**src/hw/rtl/ple_pkg.sv**
```systemverilog
`timescale 1ns / 1ps
// ----------------------------------------------------------------------------
// ple_pkg
// Shared types and constants for the positional list engine: request and
// result payloads, command and status codes, cell control and scan result.
// ----------------------------------------------------------------------------
package ple_pkg;

    // Default list capacity
    localparam int PLE_CAPACITY = 128;

    // Cells inspected by the search scanner in one cycle
    localparam int SCAN_GROUP   = 8;
    localparam int SCAN_GROUP_W = 3;

    // Fixed field widths
    localparam int CMD_W   = 3;
    localparam int POS_W   = 8;
    localparam int WORD_W  = 32;
    localparam int STAT_W  = 3;
    localparam int FOUND_W = 7;
    localparam int ECNT_W  = 8;

    typedef enum logic [CMD_W-1:0] {
        CMD_CLEAR  = 3'd0,
        CMD_READ   = 3'd1,
        CMD_INSERT = 3'd2,
        CMD_DELETE = 3'd3,
        CMD_SEARCH = 3'd4
    } t_cmd;

    typedef enum logic [STAT_W-1:0] {
        ST_OK       = 3'd0,
        ST_FULL     = 3'd1,
        ST_EMPTY    = 3'd2,
        ST_BADPOS   = 3'd3,
        ST_NOTFOUND = 3'd4
    } t_status;

    typedef struct packed {
        t_cmd                     cmd;
        logic [POS_W-1:0]         position;
        logic signed [WORD_W-1:0] word;
    } t_req;

    typedef struct packed {
        t_status                  status;
        logic [FOUND_W-1:0]       found_index;
        logic signed [WORD_W-1:0] read_word;
        logic [ECNT_W-1:0]        entry_count;
    } t_rsp;

    // What a cell loads this cycle
    typedef enum logic [1:0] {
        OP_HOLD  = 2'd0,
        OP_LOAD  = 2'd1,
        OP_LEFT  = 2'd2,
        OP_RIGHT = 2'd3
    } t_cell_op;

    typedef struct packed {
        t_cell_op op;
        logic     live;
        logic     cmp;
    } t_cell_ctl;

    typedef struct packed {
        logic               any;
        logic               last;
        logic [FOUND_W-1:0] index;
    } t_scan_res;

endpackage

```
**src/hw/rtl/ple_scan.sv**
```systemverilog
`timescale 1ns / 1ps
// ----------------------------------------------------------------------------
// ple_scan
// First-match finder: walks the latched match flags one group of cells per
// cycle while i_step is high and reports the lowest matching position.
// ----------------------------------------------------------------------------
module ple_scan #(
    parameter int CAPACITY = ple_pkg::PLE_CAPACITY
) (
    input  logic                i_clk,
    input  logic                i_rst_n,
    input  logic                i_clear,
    input  logic                i_step,
    input  logic [CAPACITY-1:0] i_hits,
    output ple_pkg::t_scan_res  o_res
);

    localparam int NG   = (CAPACITY + ple_pkg::SCAN_GROUP - 1) / ple_pkg::SCAN_GROUP;
    localparam int GW   = (NG > 1) ? $clog2(NG) : 1;
    localparam int PADW = NG * ple_pkg::SCAN_GROUP;

    logic [GW-1:0]                     r_grp;
    logic [GW-1:0]                     n_grp;
    logic [PADW-1:0]                   hits_pad;
    logic [ple_pkg::SCAN_GROUP-1:0]    grp_bits;
    logic [ple_pkg::SCAN_GROUP_W-1:0]  enc;

    assign hits_pad = PADW'(i_hits);
    assign grp_bits = hits_pad[r_grp * ple_pkg::SCAN_GROUP +: ple_pkg::SCAN_GROUP];

    // Pick the lowest set flag in the current group
    always_comb begin
        enc = '0;
        for (int k = ple_pkg::SCAN_GROUP - 1; k >= 0; k--) begin
            if (grp_bits[k]) begin
                enc = ple_pkg::SCAN_GROUP_W'(k);
            end
        end
    end

    // Restart on a new search, advance one group per scan cycle
    always_comb begin
        n_grp = r_grp;
        if (i_clear) begin
            n_grp = '0;
        end else if (i_step) begin
            n_grp = r_grp + GW'(1);
        end
    end

    always_ff @(posedge i_clk) begin
        if (!i_rst_n) begin
            r_grp <= '0;
        end else begin
            r_grp <= n_grp;
        end
    end

    assign o_res.any   = |grp_bits;
    assign o_res.last  = (r_grp == GW'(NG - 1));
    assign o_res.index = ple_pkg::FOUND_W'({r_grp, enc});

endmodule

```
**config.mk**
```make
export PLATFORM = sky130hd
export DESIGN_NAME = ple_scan
export DESIGN_NICKNAME = d
export VERILOG_FILES = /design/src/hw/rtl/ple_pkg.sv /design/src/hw/rtl/ple_scan.sv
export SDC_FILE = /design/constraint.sdc
export NUM_CORES = 1
export LEC_CHECK = 0
export ABC_AREA = 1
export BUFFER_PORTS_ARGS = -buffer_cell sky130_fd_sc_hd__buf_2
export CAP_MARGIN = 10
export CORE_ASPECT_RATIO = 0.5
export CORE_MARGIN = 3
export CORE_UTILIZATION = 37
export CTS_CLUSTER_SIZE = 24
export DETAILED_ROUTE_END_ITERATION = 10
export GPL_ROUTABILITY_DRIVEN = 0
export HOLD_SLACK_MARGIN = 0.03
export PLACE_DENSITY = 0.88
export REMOVE_ABC_BUFFERS = 1
export SLEW_MARGIN = 10
export SYNTH_ARGS = -nofsm -noshare
export SYNTH_HDL_FRONTEND = slang
export SYNTH_SLANG_ARGS = --single-unit
```
**constraint.sdc**
```tcl
create_clock -name i_clk -period 1.8 [get_ports i_clk]
set_input_delay 0.09 -clock i_clk [delete_from_list [all_inputs] [get_ports i_clk]]
set_output_delay 0.09 -clock i_clk [all_outputs]
set_load 0.02 [all_outputs]
```
==> summary.md <==
| Metric | Value |
|---|---|
| Status | finished with violations |
| Violated checks | negative setup slack |
| CP cell instances | inv_4 -> clkbuf_16 -> nor2_1 -> o22ai_1 -> nand2_1 -> nand2_1 -> a21oi_2 -> nand2_1 -> nand2_1 -> nand2_1 -> a21oi_2 -> buf_6 |
| Clock tree buffer depth | 2 |
| Starting Density | 0.405 |
| Fin. Hold Viols | 0 |
| Least-Margin Pin Slew | ~320 ps |
| Critical path capture point type | output pin |
| Mapped Cells | 313 |
| Seq/Total Area, Yosys | 0.0546 |
| VDD IR max | 0.000185 V |
| Biggest regs | r_grp: 4 flops |
| RSZ-0062 raised after global routing | true |
| Htree depth | 1 |
| Leading area contributor after synthesis | nor2_1 |
| Ant diodes | 0 |
| Unique cell type count in the Yosys netlist | 25 |
| Slowest stage delay, CP | 400 ps |
| Clk root buf | clkbuf_8 |
| Commonest non-fill, non-tap cells in the layout | buf_2 (137), nand2_1 (80), nor2_1 (76) |
| PortBufs | 140 |
| Reg2Reg Depth | 4 |
| Die Wd | ~95 µm |
| Crit path required time | 1710 ps |
| Worst hold path depth | 3 |
| Top cell type's share of synthesized area | 0.210 |
| Final worst path period need | between 2000 and 2500 ps |
| Worst setup margin | -364 ps |
| Most used cell along the critical path | nand2_1 |
| Nets@finish | a little under 600 |
| Max Fanout on Critical Path | 13 |
| Vias in the first global route | around 2300 |
| Area growth, synth to finish | 76.4% |
| Slowest stage cell, crit path | dfxtp_4 |
| Fin cells | around 510 |
| CTS clk-pin slew, worst paths | roughly 30 ps |
| Max_cap viols | 0 |
| Vias | 2918 |
| Commonest non-fill, non-tap cell in the layout | buf_2 |
| Max-slew headroom | 0.785 |
| Largest register FFs | 4 |
| Power Density | ~320 nW/µm² |
| Die Ht | 50.5 µm |
| Fmax | ~460 MHz |
| DRC Markers | 0 |
| Sequential Power Share | 0.114 |
| Inserted Clock Buffers | 3 |
| Tcrit/Tclk final | 1.20 |
| Tot GR Track Use | 0.249 |
| Logic pwr share | 0.653 |
| Int Power | between 500 and 600 µW |
| Synth top area cells | nor2_1 (21%), nand2_1 (20%), o21ai_1 (11%) |
| Row count | 15 |
| Sum Neg Setup Slack | -1340 ps |
| Final wirelength | just under 8000 µm |
| Floorplan core area | between 3000 and 4000 µm² |
| Type of the worst min-delay path | in -> reg |
| # IOs | about 140 |
| Fin Clk Skew | 3.30 ps |
| Vias per inst | approximately 5.7 |
| Routed wire per std cell | about 15 µm |
| Clock share of power | 0.233 |
| Count of final setup violators | 4 |
| Setup CP Type | reg -> out |
| Final Max Slew Viols | 0 |
| Synthesis-stage register bit count | 4 |
| Largest net degree at the start of global routing | 35 |
| Net switching power | approximately 340 µW |
| HPWL after detailed placement | roughly 4800 µm |
| Synth Cell Area | between 1000 and 1500 µm² |
| Nature of the critical path startpoint | flop |
| DRT iter0 DRCs | a little over 300 |
| Leakage | approximately 0.0014 µW |
| Antenna Nets Post-Route | 0 |
| Biggest register | r_grp |
| Total grt overflow | 0 |
| First-pass GRT wire length | slightly below 10000 µm |
| DR pass1 iterations | 7 |
| Clk Latency, worst-skew pair | between 200 and 250 ps |
| CTS tree | done |
| Clock sinks | 4 |
| Layout cells sized above 1 | 0.424 |
| Initial antenna violation count | 0 |
| Critical Path AT | slightly above 2000 ps |
| Syn. warnings | 0 |
| Worst slack, placed | -26.7 ps |
| Sw frac | 0.401 |
| Synthesized area per cell | ~4.7 µm² |
| Die area | between 4000 and 5000 µm² |
| # placed instances | ~500 |
worst max-delay path: cells and delay by family (launching register included):
kind,cells,cell delay [ps]
flops,1,400
compound gates,3,520
buf+inv,3,420
simple gates,6,520
power groups by stage:
stage               clock network (µW)  registers [µW]  logic, µW
finish                             195            95.7        548
global route                       201            95.8        589
CTS                                189            94.6        464
detailed placement                   0            95.9        430
global placement                     0            95.8        426
floorplan                            0             115        194
through the flow:
| step | util | total power, µW | cell area [µm²] | hold slack [ps] |
|---|---|---|---|---|
| finish | 0.715 | 839 | 2590 | 200 |
| global route | 0.715 | 886 | 2590 | 210 |
| CTS | 0.670 | 748 | 2430 | 194 |
| detailed placement | 0.631 | 526 | 2280 | 387 |
| global placement | 0.631 | 522 | 2280 | 384 |
| floorplan | - | 309 | 1360 | 265 |
routing by layer:
layer / global-route usage / share of wire / vias to the layer above
li1: - / - / 1329
met1: 0.321 / 0.33 / 1237
met2: 0.432 / 0.46 / 270
met3: 0.0314 / 0.14 / 82
met4: 0.0742 / 0.062 / 0
met5: 0 / 0 / -
what timing repair did:
action,4_1_cts,5_1_grt
gates cloned,1,3
hold buffers,0,0
endpoints found under the setup margin,4,4
endpoints found under the hold margin,0,0
pin swaps,1,9
gates resized for setup,23,21
buffers inserted,0,2
final timing paths:
path | start | to | slack, ps
setup reg to reg | r_grp[2] | r_grp[3] | 430
hold reg to reg | r_grp[2] | r_grp[2] | 660
setup / recovery | r_grp[0] | o_res[0] | -360
hold / removal | i_rst_n | r_grp[0] | 200
logic make-up after synthesis:
family	Yosys count	synth area share
buf+inv	41	0.128
compound gates	82	0.313
simple gates	184	0.490
fa+ha+maj	1	0.00852
xor+xnor	1	0.00597
flops	4	0.0546
cell usage after synthesis:
library cell   n
dfxtp_1        4
and2_1         1
o221ai_1       3
buf_6          2
a21boi_1       1
o22ai_1       13
inv_1         18
o211ai_2       1
clkbuf_2       1
inv_2          3
o211ai_1       3
a211oi_1       1
a21oi_1        4
buf_4          1
o21ai_0       22
buf_2         11
clkbuf_1       5
nand2_1       80
nand3_1       18
nor2_1        82
a31oi_1        1
o21ai_1       33
xor2_1         1
ha_1           1
nor3_1         3
final cells by class:
type                       count  area [µm²]
timing repair buffer         164        1030
tap                           51        63.8
sequential                     4        85.1
fill                         276        1030
clock buffer                   3        41.3
multi-input combinational    268        1290
inverter                      21        81.3
(Power assumes the default switching activity.)
