[config.mk]
export PLATFORM = sky130hd
export DESIGN_NAME = ple_cell
export DESIGN_NICKNAME = d
export VERILOG_FILES = /design/src/hw/rtl/ple_pkg.sv /design/src/hw/rtl/ple_cell.sv
export SDC_FILE = /design/constraint.sdc
export NUM_CORES = 1
export LEC_CHECK = 0
export ABC_AREA = 1
export BUFFER_PORTS_ARGS = -buffer_cell sky130_fd_sc_hd__buf_2
export CORE_ASPECT_RATIO = 0.75
export CORE_MARGIN = 1
export CORE_UTILIZATION = 45
export DETAILED_ROUTE_END_ITERATION = 10
export HOLD_SLACK_MARGIN = 0.12
export PLACE_DENSITY = 0.92
export SLEW_MARGIN = 20
export SYNTH_ARGS = -nofsm -noshare
export SYNTH_HDL_FRONTEND = slang
export SYNTH_SLANG_ARGS = --single-unit
[constraint.sdc]
create_clock -name i_clk -period 2.7 [get_ports i_clk]
set_clock_uncertainty 0.05 [all_clocks]
set_input_delay 0.27 -clock i_clk [delete_from_list [all_inputs] [get_ports i_clk]]
set_output_delay 0.27 -clock i_clk [all_outputs]
set_load 0.005 [all_outputs]
[src/hw/rtl/ple_pkg.sv]
`timescale 1ns / 1ps
// ----------------------------------------------------------------------------
// ple_pkg
// Shared types and constants for the positional list engine: request and
// result payloads, command and status codes, cell control and scan result.
// ----------------------------------------------------------------------------
package ple_pkg;

    // Default list capacity
    localparam int PLE_CAPACITY = 128;

    // Cells inspected by the search scanner in one cycle
    localparam int SCAN_GROUP   = 8;
    localparam int SCAN_GROUP_W = 3;

    // Fixed field widths
    localparam int CMD_W   = 3;
    localparam int POS_W   = 8;
    localparam int WORD_W  = 32;
    localparam int STAT_W  = 3;
    localparam int FOUND_W = 7;
    localparam int ECNT_W  = 8;

    typedef enum logic [CMD_W-1:0] {
        CMD_CLEAR  = 3'd0,
        CMD_READ   = 3'd1,
        CMD_INSERT = 3'd2,
        CMD_DELETE = 3'd3,
        CMD_SEARCH = 3'd4
    } t_cmd;

    typedef enum logic [STAT_W-1:0] {
        ST_OK       = 3'd0,
        ST_FULL     = 3'd1,
        ST_EMPTY    = 3'd2,
        ST_BADPOS   = 3'd3,
        ST_NOTFOUND = 3'd4
    } t_status;

    typedef struct packed {
        t_cmd                     cmd;
        logic [POS_W-1:0]         position;
        logic signed [WORD_W-1:0] word;
    } t_req;

    typedef struct packed {
        t_status                  status;
        logic [FOUND_W-1:0]       found_index;
        logic signed [WORD_W-1:0] read_word;
        logic [ECNT_W-1:0]        entry_count;
    } t_rsp;

    // What a cell loads this cycle
    typedef enum logic [1:0] {
        OP_HOLD  = 2'd0,
        OP_LOAD  = 2'd1,
        OP_LEFT  = 2'd2,
        OP_RIGHT = 2'd3
    } t_cell_op;

    typedef struct packed {
        t_cell_op op;
        logic     live;
        logic     cmp;
    } t_cell_ctl;

    typedef struct packed {
        logic               any;
        logic               last;
        logic [FOUND_W-1:0] index;
    } t_scan_res;

endpackage

[src/hw/rtl/ple_cell.sv]
`timescale 1ns / 1ps
// ----------------------------------------------------------------------------
// ple_cell
// One list slot: holds a word, takes its left or right neighbour's word on
// insert or delete, and latches a match flag on search.
// ----------------------------------------------------------------------------
module ple_cell (
    input  logic                              i_clk,
    input  ple_pkg::t_cell_ctl                i_ctl,
    input  logic signed [ple_pkg::WORD_W-1:0] i_word,
    input  logic signed [ple_pkg::WORD_W-1:0] i_left,
    input  logic signed [ple_pkg::WORD_W-1:0] i_right,
    output logic signed [ple_pkg::WORD_W-1:0] o_word,
    output logic                              o_hit
);

    logic signed [ple_pkg::WORD_W-1:0] r_word;
    logic                              r_hit;

    // Load, shift or hold the stored word
    always_ff @(posedge i_clk) begin
        case (i_ctl.op)
            ple_pkg::OP_LOAD:  r_word <= i_word;
            ple_pkg::OP_LEFT:  r_word <= i_left;
            ple_pkg::OP_RIGHT: r_word <= i_right;
            default:           r_word <= r_word;
        endcase
    end

    // Latch the compare result for the scanner
    always_ff @(posedge i_clk) begin
        if (i_ctl.cmp) begin
            r_hit <= i_ctl.live && (r_word == i_word);
        end
    end

    assign o_word = r_word;
    assign o_hit  = r_hit;

endmodule

==> impl_metrics.tcl, run 1 <==
set metrics [dict create \
    outcome "finished, final reports clean" \
    first_iter_violations 169 \
    syn-cell-area_um2 2230 \
    synth.area.mux_share_pct 0 \
    synth_top_family_by_area "simple AND/OR/NAND/NOR gates" \
    avgViaCountPerCell 5.00 \
    synth_compound_area_share_pct 7.63 \
    leakagePower_nw 1.55 \
    yosysWarnings 0 \
    rows 21 \
    num_vias 2405 \
    cts_setup_buffers 0 \
    synth-seq-cells 33 \
    worst-path-buf-inv 1 \
    grt_pass1_wl_um 9690 \
    powerDensity_nw_per_um2 460 \
    synth_edf_count 33 \
    core_area_um2 4600 \
    synthArstFlopShare_pct 0 \
    grt_overflow 0 \
    dieHeight_um 63.0 \
    hold_viol 0 \
    groute.usage.overall_pct 23.3 \
    clock_sinks 33 \
    worstSetupPathType "in -> reg" \
    syn_nets 397 \
    tns_ps 0 \
    start_util_pct 48.5 \
    hold_path.class "in -> reg" \
    ctsResizeCount 0 \
    yosysSeqAreaShare_pct 44.4 \
    critical_path.reg2reg.startpoint "o_word[28]" \
    wl_um 6010 \
    critPathLaunchType "input port" \
    cp_max_fo 32 \
    critPathLaunch "i_ctl[3]" \
    cts.htree.levels 2 \
    synth_xor_area_share_pct 3.93 \
    die_area_um2 5250 \
    path_clk_slew_ps 60 \
    drtAntennaViolNets 0 \
    grt_max_degree 33 \
    finalPower_mw 1.37 \
    cts_made_buffers 5 \
    hpwl_um 4550 \
    post-route-min-period_ps 1560 \
    die_w_um 83.3 \
    antenna_found_initial 0 \
    fmax_ghz 0.643 \
    pin_count 134 \
    hold_start "i_ctl[0]" \
    routabilityCongestion 0.777 \
    relSlewSlack_pct 48.6 \
    area_growth_pct 33.0 \
    finalMaxSlewViolations 0 \
    min_period_over_period_pct 57.6 \
    synthAdderAreaFrac_pct 0 \
    cp_slowest_cell "or2_2" \
    fillers 410 \
    cp-end-kind "flop" \
    synth-main-ff-cell "edfxtp_1" \
    synth.distinct_cells 17 \
    holdBufCountCts 0 \
    crit_chain "buf_2 > or2_2" \
    cts_tree "done" \
    cap_violations 0 \
    drc 0 \
    syn_avg_cell_area_um2 7.54 \
    setup_violations 0 \
    clock_path_buffers 2 \
    yosys.area_share.simple_pct 33.0 \
    synthCells 296 \
    slowest_delay_ps 710 \
    cts_root_buffer "clkbuf_8" \
    path_delay_family "simple AND/OR/NAND/NOR gates" \
    grt_pass1_vias 2149 \
    worstMarginPinSlew_ps 771 \
    max-vdd-ir-drop_v 0.000221 \
    wire_per_inst_um 12.5 \
    worstSkewPairLatency_ps 270 \
    port_buffers 133 \
    dr.pass1.iters 4 \
    cp_data_required_time_ps 2550 \
    rsz0062_at_grt "no" \
    final_nets 525 \
    diodes 0 \
    drive_above_1_share_pct 33.7 \
    crit_arrival_ps 1410 \
]
==> final timing paths <==
kind | endpoint | slack, ps | depth (start not counted)
setup / recovery | o_word[31] | 1140 | 2
hold / removal | o_hit | 150 | 1
setup reg to reg | o_hit | 1380 | 7
hold reg to reg | o_hit | 730 | 5
==> per-layer routing <==
metal	global-route usage (%)	share of wire [%]	vias to the layer above
met5	0	0	-
met4	6.25	0.88	0
met3	5.02	7.1	6
met2	38.6	47	103
met1	30.9	45	1077
li1	-	-	1219
==> cell usage after synthesis (2+ instances only) <==
library cell | instances | area share (%)
buf_2 | 8 | 1.8
o21ai_0 | 4 | 0.90
buf_4 | 2 | 0.67
buf_6 | 3 | 1.5
edfxtp_1 | 33 | 44
xnor2_1 | 7 | 2.7
nor2_1 | 16 | 2.7
inv_1 | 39 | 6.6
o211ai_1 | 20 | 6.7
xor2_1 | 3 | 1.2
nand2_1 | 108 | 18
nand3_1 | 48 | 11
==> state kept, by name (all words and copies together) (netlist names) <==
| register | count |
|---|---|
| o_hit | 1 |
| o_word | 32 |
==> layout make-up <==
cell class / count / area (um2) / area share [%]
clock inverters: 1 / 3.75 / 0.127
repair buffers: 135 / 681 / 22.9
multi-input cells: 209 / 995 / 33.5
inverters: 40 / 153 / 5.15
flip-flops and latches: 33 / 991 / 33.4
clock buffers: 6 / 72.6 / 2.45
well taps: 57 / 71.3 / 2.40
==> power breakdown <==
| group | internal (mW) | switching (mW) |
|---|---|---|
| registers | 0.639 | 0.0439 |
| clock network | 0.174 | 0.162 |
| logic | 0.166 | 0.181 |
==> cells by family after synthesis <==
family                 Yosys count
AND/OR/NAND/NOR                175
buffers and inverters           54
flip-flops                      33
AO/OA/AOI/OAI                   24
XOR/XNOR                        10
==> cell usage in the layout (no fill, tap or decap), types with 2 or more instances in the layout <==
| cell type | instances |
|---|---|
| buf_2 | 133 |
| clkbuf_8 | 5 |
| nor2_1 | 16 |
| o21ai_0 | 4 |
| xor2_1 | 3 |
| edfxtp_1 | 33 |
| buf_4 | 2 |
| nand2_1 | 108 |
| xnor2_1 | 7 |
| o211ai_1 | 20 |
| nand3_1 | 48 |
| inv_1 | 39 |
==> per-stage QoR <==
stage	setup slack [ps]	hold WS [ps]	instances	area [um2]	util [%]
5_1_grt	1070	140	481	2970	64.5
3_3_place_gp	873	435	474	2890	62.9
2_1_floorplan	1380	332	296	2230	-
6_report	1140	151	481	2970	64.5
3_5_place_dp	865	434	474	2890	62.9
4_1_cts	1160	147	481	2970	64.5
Note: power is estimated with default switching activity, not from simulation.
==> run 2, diff against run 1 <==
--- a/config.mk
+++ b/config.mk
@@ -9,10 +9,10 @@
 export BUFFER_PORTS_ARGS = -buffer_cell sky130_fd_sc_hd__buf_2
 export CORE_ASPECT_RATIO = 0.75
 export CORE_MARGIN = 1
-export CORE_UTILIZATION = 45
+export CORE_UTILIZATION = 44
 export DETAILED_ROUTE_END_ITERATION = 10
 export HOLD_SLACK_MARGIN = 0.12
-export PLACE_DENSITY = 0.92
+export PLACE_DENSITY = 0.9
 export SLEW_MARGIN = 20
 export SYNTH_ARGS = -nofsm -noshare
 export SYNTH_HDL_FRONTEND = slang
==> constraint.sdc (replaced) <==
create_clock -name i_clk -period 1.5 [get_ports i_clk]
set_clock_uncertainty 0.05 [all_clocks]
set_input_delay 0.15 -clock i_clk [delete_from_list [all_inputs] [get_ports i_clk]]
set_output_delay 0.15 -clock i_clk [all_outputs]
set_load 0.005 [all_outputs]
==> run 2 against run 1 <==
The flow now finishes with violations (DRC). Core utilization fell by 0.21 points. Total power is 83% higher. Cell area up 5.6%. Critical path type is now reg -> reg. Largest cell class unchanged. Largest power group unchanged.
==> impl_metrics.tcl, run 2 (same netlist as run 1, synthesis figures left out) <==
set metrics [dict create \
    leakagePower_nw 1.62 \
    grt_max_degree 33 \
    hold_viol 0 \
    worstMarginPinSlew_ps 784 \
    cp_max_fo 3 \
    hold_path.class "in -> reg" \
    rrSetupSlack_ps 170 \
    rows 22 \
    pre_cts_slack_ps 174 \
    diodes 0 \
    crit_arrival_ps 1420 \
    worstSkewPairLatency_ps 270 \
    place_inst 480 \
    worstSetupPathType "reg -> reg" \
    tns_ps 0 \
    core_area_um2 4870 \
    first_iter_violations 126 \
    area_growth_pct 40.4 \
    critPathLaunchType "flop" \
    layout_commonest_cell "buf_2" \
    die_area_um2 5360 \
    cp-end-kind "flop" \
    die_w_um 84.2 \
    wl_um 6330 \
    antenna_found_initial 0 \
    violations "DRC" \
    min_period_over_period_pct 88.8 \
    start_util_pct 45.8 \
    timing.hold.ws_ps 126 \
    drc 14 \
    dieHeight_um 63.7 \
    final_cell_mix "133 x buf_2, 108 x nand2_1, 48 x nand3_1, 39 x inv_1, 33 x edfxtp_1" \
    wire_per_inst_um 12.6 \
    drtAntennaViolNets 0 \
    seqCellArea_um2 991 \
    dr.pass1.iters 8 \
    outcome "finished, violations left" \
    setup_violations 0 \
    finalMaxSlewViolations 0 \
    fmax_ghz 0.750 \
    finalNonFillerCells 501 \
    cts_tree "done" \
    pin_count 134 \
    cts_made_buffers 5 \
    multi_input_area_um2 995 \
    grt_pass1_wl_um 10100 \
    ctsResizeCount 0 \
    cp_data_required_time_ps 1590 \
    final_nets 542 \
    hpwl_um 4670 \
    cap_violations 0 \
    port_buffers 133 \
    drive_above_1_share_pct 33.1 \
    routabilityCongestion 0.754 \
    avgViaCountPerCell 4.96 \
    max-vdd-ir-drop_v 0.000427 \
    timing.final.ws_setup_ps 167 \
    clock_path_buffers 2 \
    powerDensity_nw_per_um2 800 \
    cts.htree.levels 2 \
    num_vias 2483 \
    rsz0062_at_grt "no" \
    post-route-min-period_ps 1330 \
    cts_root_buffer "clkbuf_8" \
    path_clk_slew_ps 70 \
    largest_reg_flops 32 \
    fillers 450 \
    grt_pass1_vias 2309 \
    clock_sinks 33 \
    relSlewSlack_pct 47.7 \
    grt_overflow 0 \
    groute.usage.overall_pct 23.8 \
]
[run 2: cell count changes in the layout (fill, tap and decap cells not counted)]
cell,change
dlygate4sd3_1,+14
buf_4,+3
[run 2: layer usage]
layer  track usage [%]  share of wire [%]  vias up
met4              6.47                1.3        0
met2              41.4                 48       99
met3              5.24                6.7       10
met5                 0                  0        -
li1                  -                  -     1252
met1              29.9                 44     1122
[run 2: final timing paths]
kind	start	endpoint	cells after the start
setup reg to reg	o_word[28]	o_hit	7
setup / recovery	o_word[28]	o_hit	7
hold / removal	i_left[27]	o_word[27]	3
hold reg to reg	o_word[26]	o_hit	5
[run 2: critical path, stage by stage (launching register included)]
cell	delay [ps]
edfxtp_1	430
nand2_1	90
nand2_1	50
nor2_1	110
nand2_1	80
nor2_1	180
nand3_1	120
nor2_1	90
[run 2: final cells by class]
cell class / count / share of cell area [%]
Multi-Input combinational cell: 209 / 31.7
Sequential cell: 33 / 31.6
Timing Repair Buffer: 152 / 26.9
Inverter: 40 / 4.87
Tap cell: 60 / 2.40
Clock buffer: 6 / 2.32
Clock inverter: 1 / 0.120
[run 2: through the flow]
step / power, mW / area, um2 / utilization, %
floorplan: 1.57 / 2230 / -
global placement: 1.85 / 2920 / 59.9
detailed placement: 1.88 / 2920 / 59.9
CTS: 2.51 / 3130 / 64.3
global route: 2.65 / 3130 / 64.3
finish: 2.51 / 3130 / 64.3
[run 2: where the power goes]
group	switching (mW)	internal [mW]	leakage, nW	total, mW
sequential	0.0813	1.15	0.341	1.23
clock	0.302	0.313	0.0387	0.615
combinational	0.333	0.328	1.24	0.661
[run 2: repair_timing]
action,CTS,global route
hold buffers,14,0
endpoints found under the setup margin,0,0
setup buffers,0,0
hold endpoints to repair,14,0
==> run 3, diff against run 2 <==
--- a/config.mk
+++ b/config.mk
@@ -7,12 +7,14 @@
 export LEC_CHECK = 0
 export ABC_AREA = 1
 export BUFFER_PORTS_ARGS = -buffer_cell sky130_fd_sc_hd__buf_2
+export CELL_PAD_IN_SITES_DETAIL_PLACEMENT = 1
+export CELL_PAD_IN_SITES_GLOBAL_PLACEMENT = 1
 export CORE_ASPECT_RATIO = 0.75
 export CORE_MARGIN = 1
-export CORE_UTILIZATION = 44
+export CORE_UTILIZATION = 29
 export DETAILED_ROUTE_END_ITERATION = 10
 export HOLD_SLACK_MARGIN = 0.12
-export PLACE_DENSITY = 0.9
+export PLACE_DENSITY = 0.89
 export SLEW_MARGIN = 20
 export SYNTH_ARGS = -nofsm -noshare
 export SYNTH_HDL_FRONTEND = slang
==> run 3 against run 2 <==
The run now ends clean. Non-clock buffer count rose by 7. Critical path depth stayed put. Register-to-register slack better by 40 ps. Combinational power rose by 7.6%. Via count rose by 3.5%. Critical path type unchanged. Critical endpoint unchanged. Largest cell class unchanged.
==> impl_metrics.tcl, run 3 (same netlist as run 1, synthesis figures left out) <==
set metrics [dict create \
    outcome "finished, final reports clean" \
    cts_made_buffers 5 \
    hold_path.class "in -> reg" \
    hold_depth 3 \
    placed_area_um2 2980 \
    antenna_found_initial 0 \
    max-vdd-ir-drop_v 0.000301 \
    wire_per_inst_um 14.9 \
    diodes 0 \
    largest_reg_flops 32 \
    grt_pass1_vias 2782 \
    post-route-min-period_ps 1300 \
    area_growth_pct 46.2 \
    relSlewSlack_pct 66.9 \
    start_util_pct 30.2 \
    grt_pass1_wl_um 12500 \
    timing.final.ws_setup_ps 205 \
    hold_viol 0 \
    hpwl_um 5920 \
    clock_sinks 33 \
    dieHeight_um 78.0 \
    dr.pass1.iters 4 \
    worstSetupPathType "reg -> reg" \
    powerDensity_nw_per_um2 798 \
    finalNonFillerCells 550 \
    drtAntennaViolNets 0 \
    cp_data_required_time_ps 1600 \
    avgViaCountPerCell 4.67 \
    grt_overflow 0 \
    rows 27 \
    routabilityCongestion 0.782 \
    die_w_um 103 \
    fin_area_um2 3260 \
    cp_slowest_cell "edfxtp_1" \
    cap_violations 0 \
    pre_cts_slack_ps 169 \
    place_inst 522 \
    finalMaxSlewViolations 0 \
    cp_common_cell "nand2_1" \
    rsz0062_at_grt "no" \
    grt_max_degree 33 \
    slowest_delay_ps 430 \
    wl_um 8180 \
    fmax_ghz 0.772 \
    critPathLaunchType "flop" \
    groute.usage.overall_pct 20.6 \
    min_period_over_period_pct 86.3 \
    die_area_um2 8050 \
    final_nets 549 \
    worstSkewPairLatency_ps 280 \
    crit_arrival_ps 1390 \
    core_area_um2 7400 \
    pin_count 134 \
    path_clk_slew_ps 70 \
    layout_commonest_cell "buf_2" \
    cts_root_buffer "clkbuf_8" \
    setup_violations 0 \
    drive_above_1_share_pct 33.4 \
    leakagePower_nw 1.66 \
    final_cell_mix "133 x buf_2, 108 x nand2_1, 48 x nand3_1, 39 x inv_1, 33 x edfxtp_1" \
    worstMarginPinSlew_ps 496 \
    tns_ps 0 \
    cp-end-kind "flop" \
    drc 0 \
    cp_max_fo 3 \
    cts_setup_buffers 0 \
    port_buffers 133 \
    clock_path_buffers 2 \
    crit_chain "nand2_1 > nand2_1 > nor2_1 > nand2_1 > nor2_2 > nand3_1 > nor2_1" \
    num_vias 2570 \
    cts_tree "done" \
    first_iter_violations 63 \
    r2r_cells 7 \
    cts.htree.levels 2 \
]
run 3: cell types whose count changed in the layout (fill, tap and decap cells not counted), sizes merged:
cell and delta:
dlygate4sd3 +6, buf +1, clkinv +1
run 3: stage by stage:
stage	utilization (%)	total power, mW	hold WS, ps
after floorplan	-	1.57	212
after global placement	40.2	1.88	314
after detailed placement	40.2	1.91	311
after CTS	44.0	2.61	121
after global routing	44.1	2.75	130
final	44.1	2.60	112
run 3: timing repair:
item | CTS | global route
gates resized for setup | 0 | 1
endpoints found under the hold margin | 20 | 0
setup endpoints to repair | 0 | 1
hold buffers | 20 | 0
run 3: layout make-up:
type                    instances  area, um2
clock inverters                 2       10.0
fillers                       966       4140
multi-input cells             209        997
repair buffers                159        911
clock buffers                   6       72.6
well taps                     101        126
inverters                      40        153
flip-flops and latches         33        991
run 3: final timing paths:
path | startpoint | slack (ps) | end
hold reg to reg | o_word[27] | 770 | o_hit
setup / recovery | o_word[9] | 200 | o_hit
setup reg to reg | o_word[9] | 200 | o_hit
hold / removal | i_left[25] | 110 | o_word[25]
run 3: power breakdown:
group | internal, mW | switching (mW)
Clock | 0.322 | 0.345
Sequential | 1.15 | 0.0776
Combinational | 0.341 | 0.369
run 3: layer usage:
metal,wire (um),vias up,track usage [%]
li1,-,1266,-
met1,3460,1205,23.5
met2,4170,84,37.8
met3,399,15,4.59
met4,144,0,6.20
met5,0,-,0
run 3: worst max-delay path, delay by kind of cell (launching register included):
family | cells | cell delay (ps)
DFF | 1 | 430
and+or+nand+nor | 7 | 670
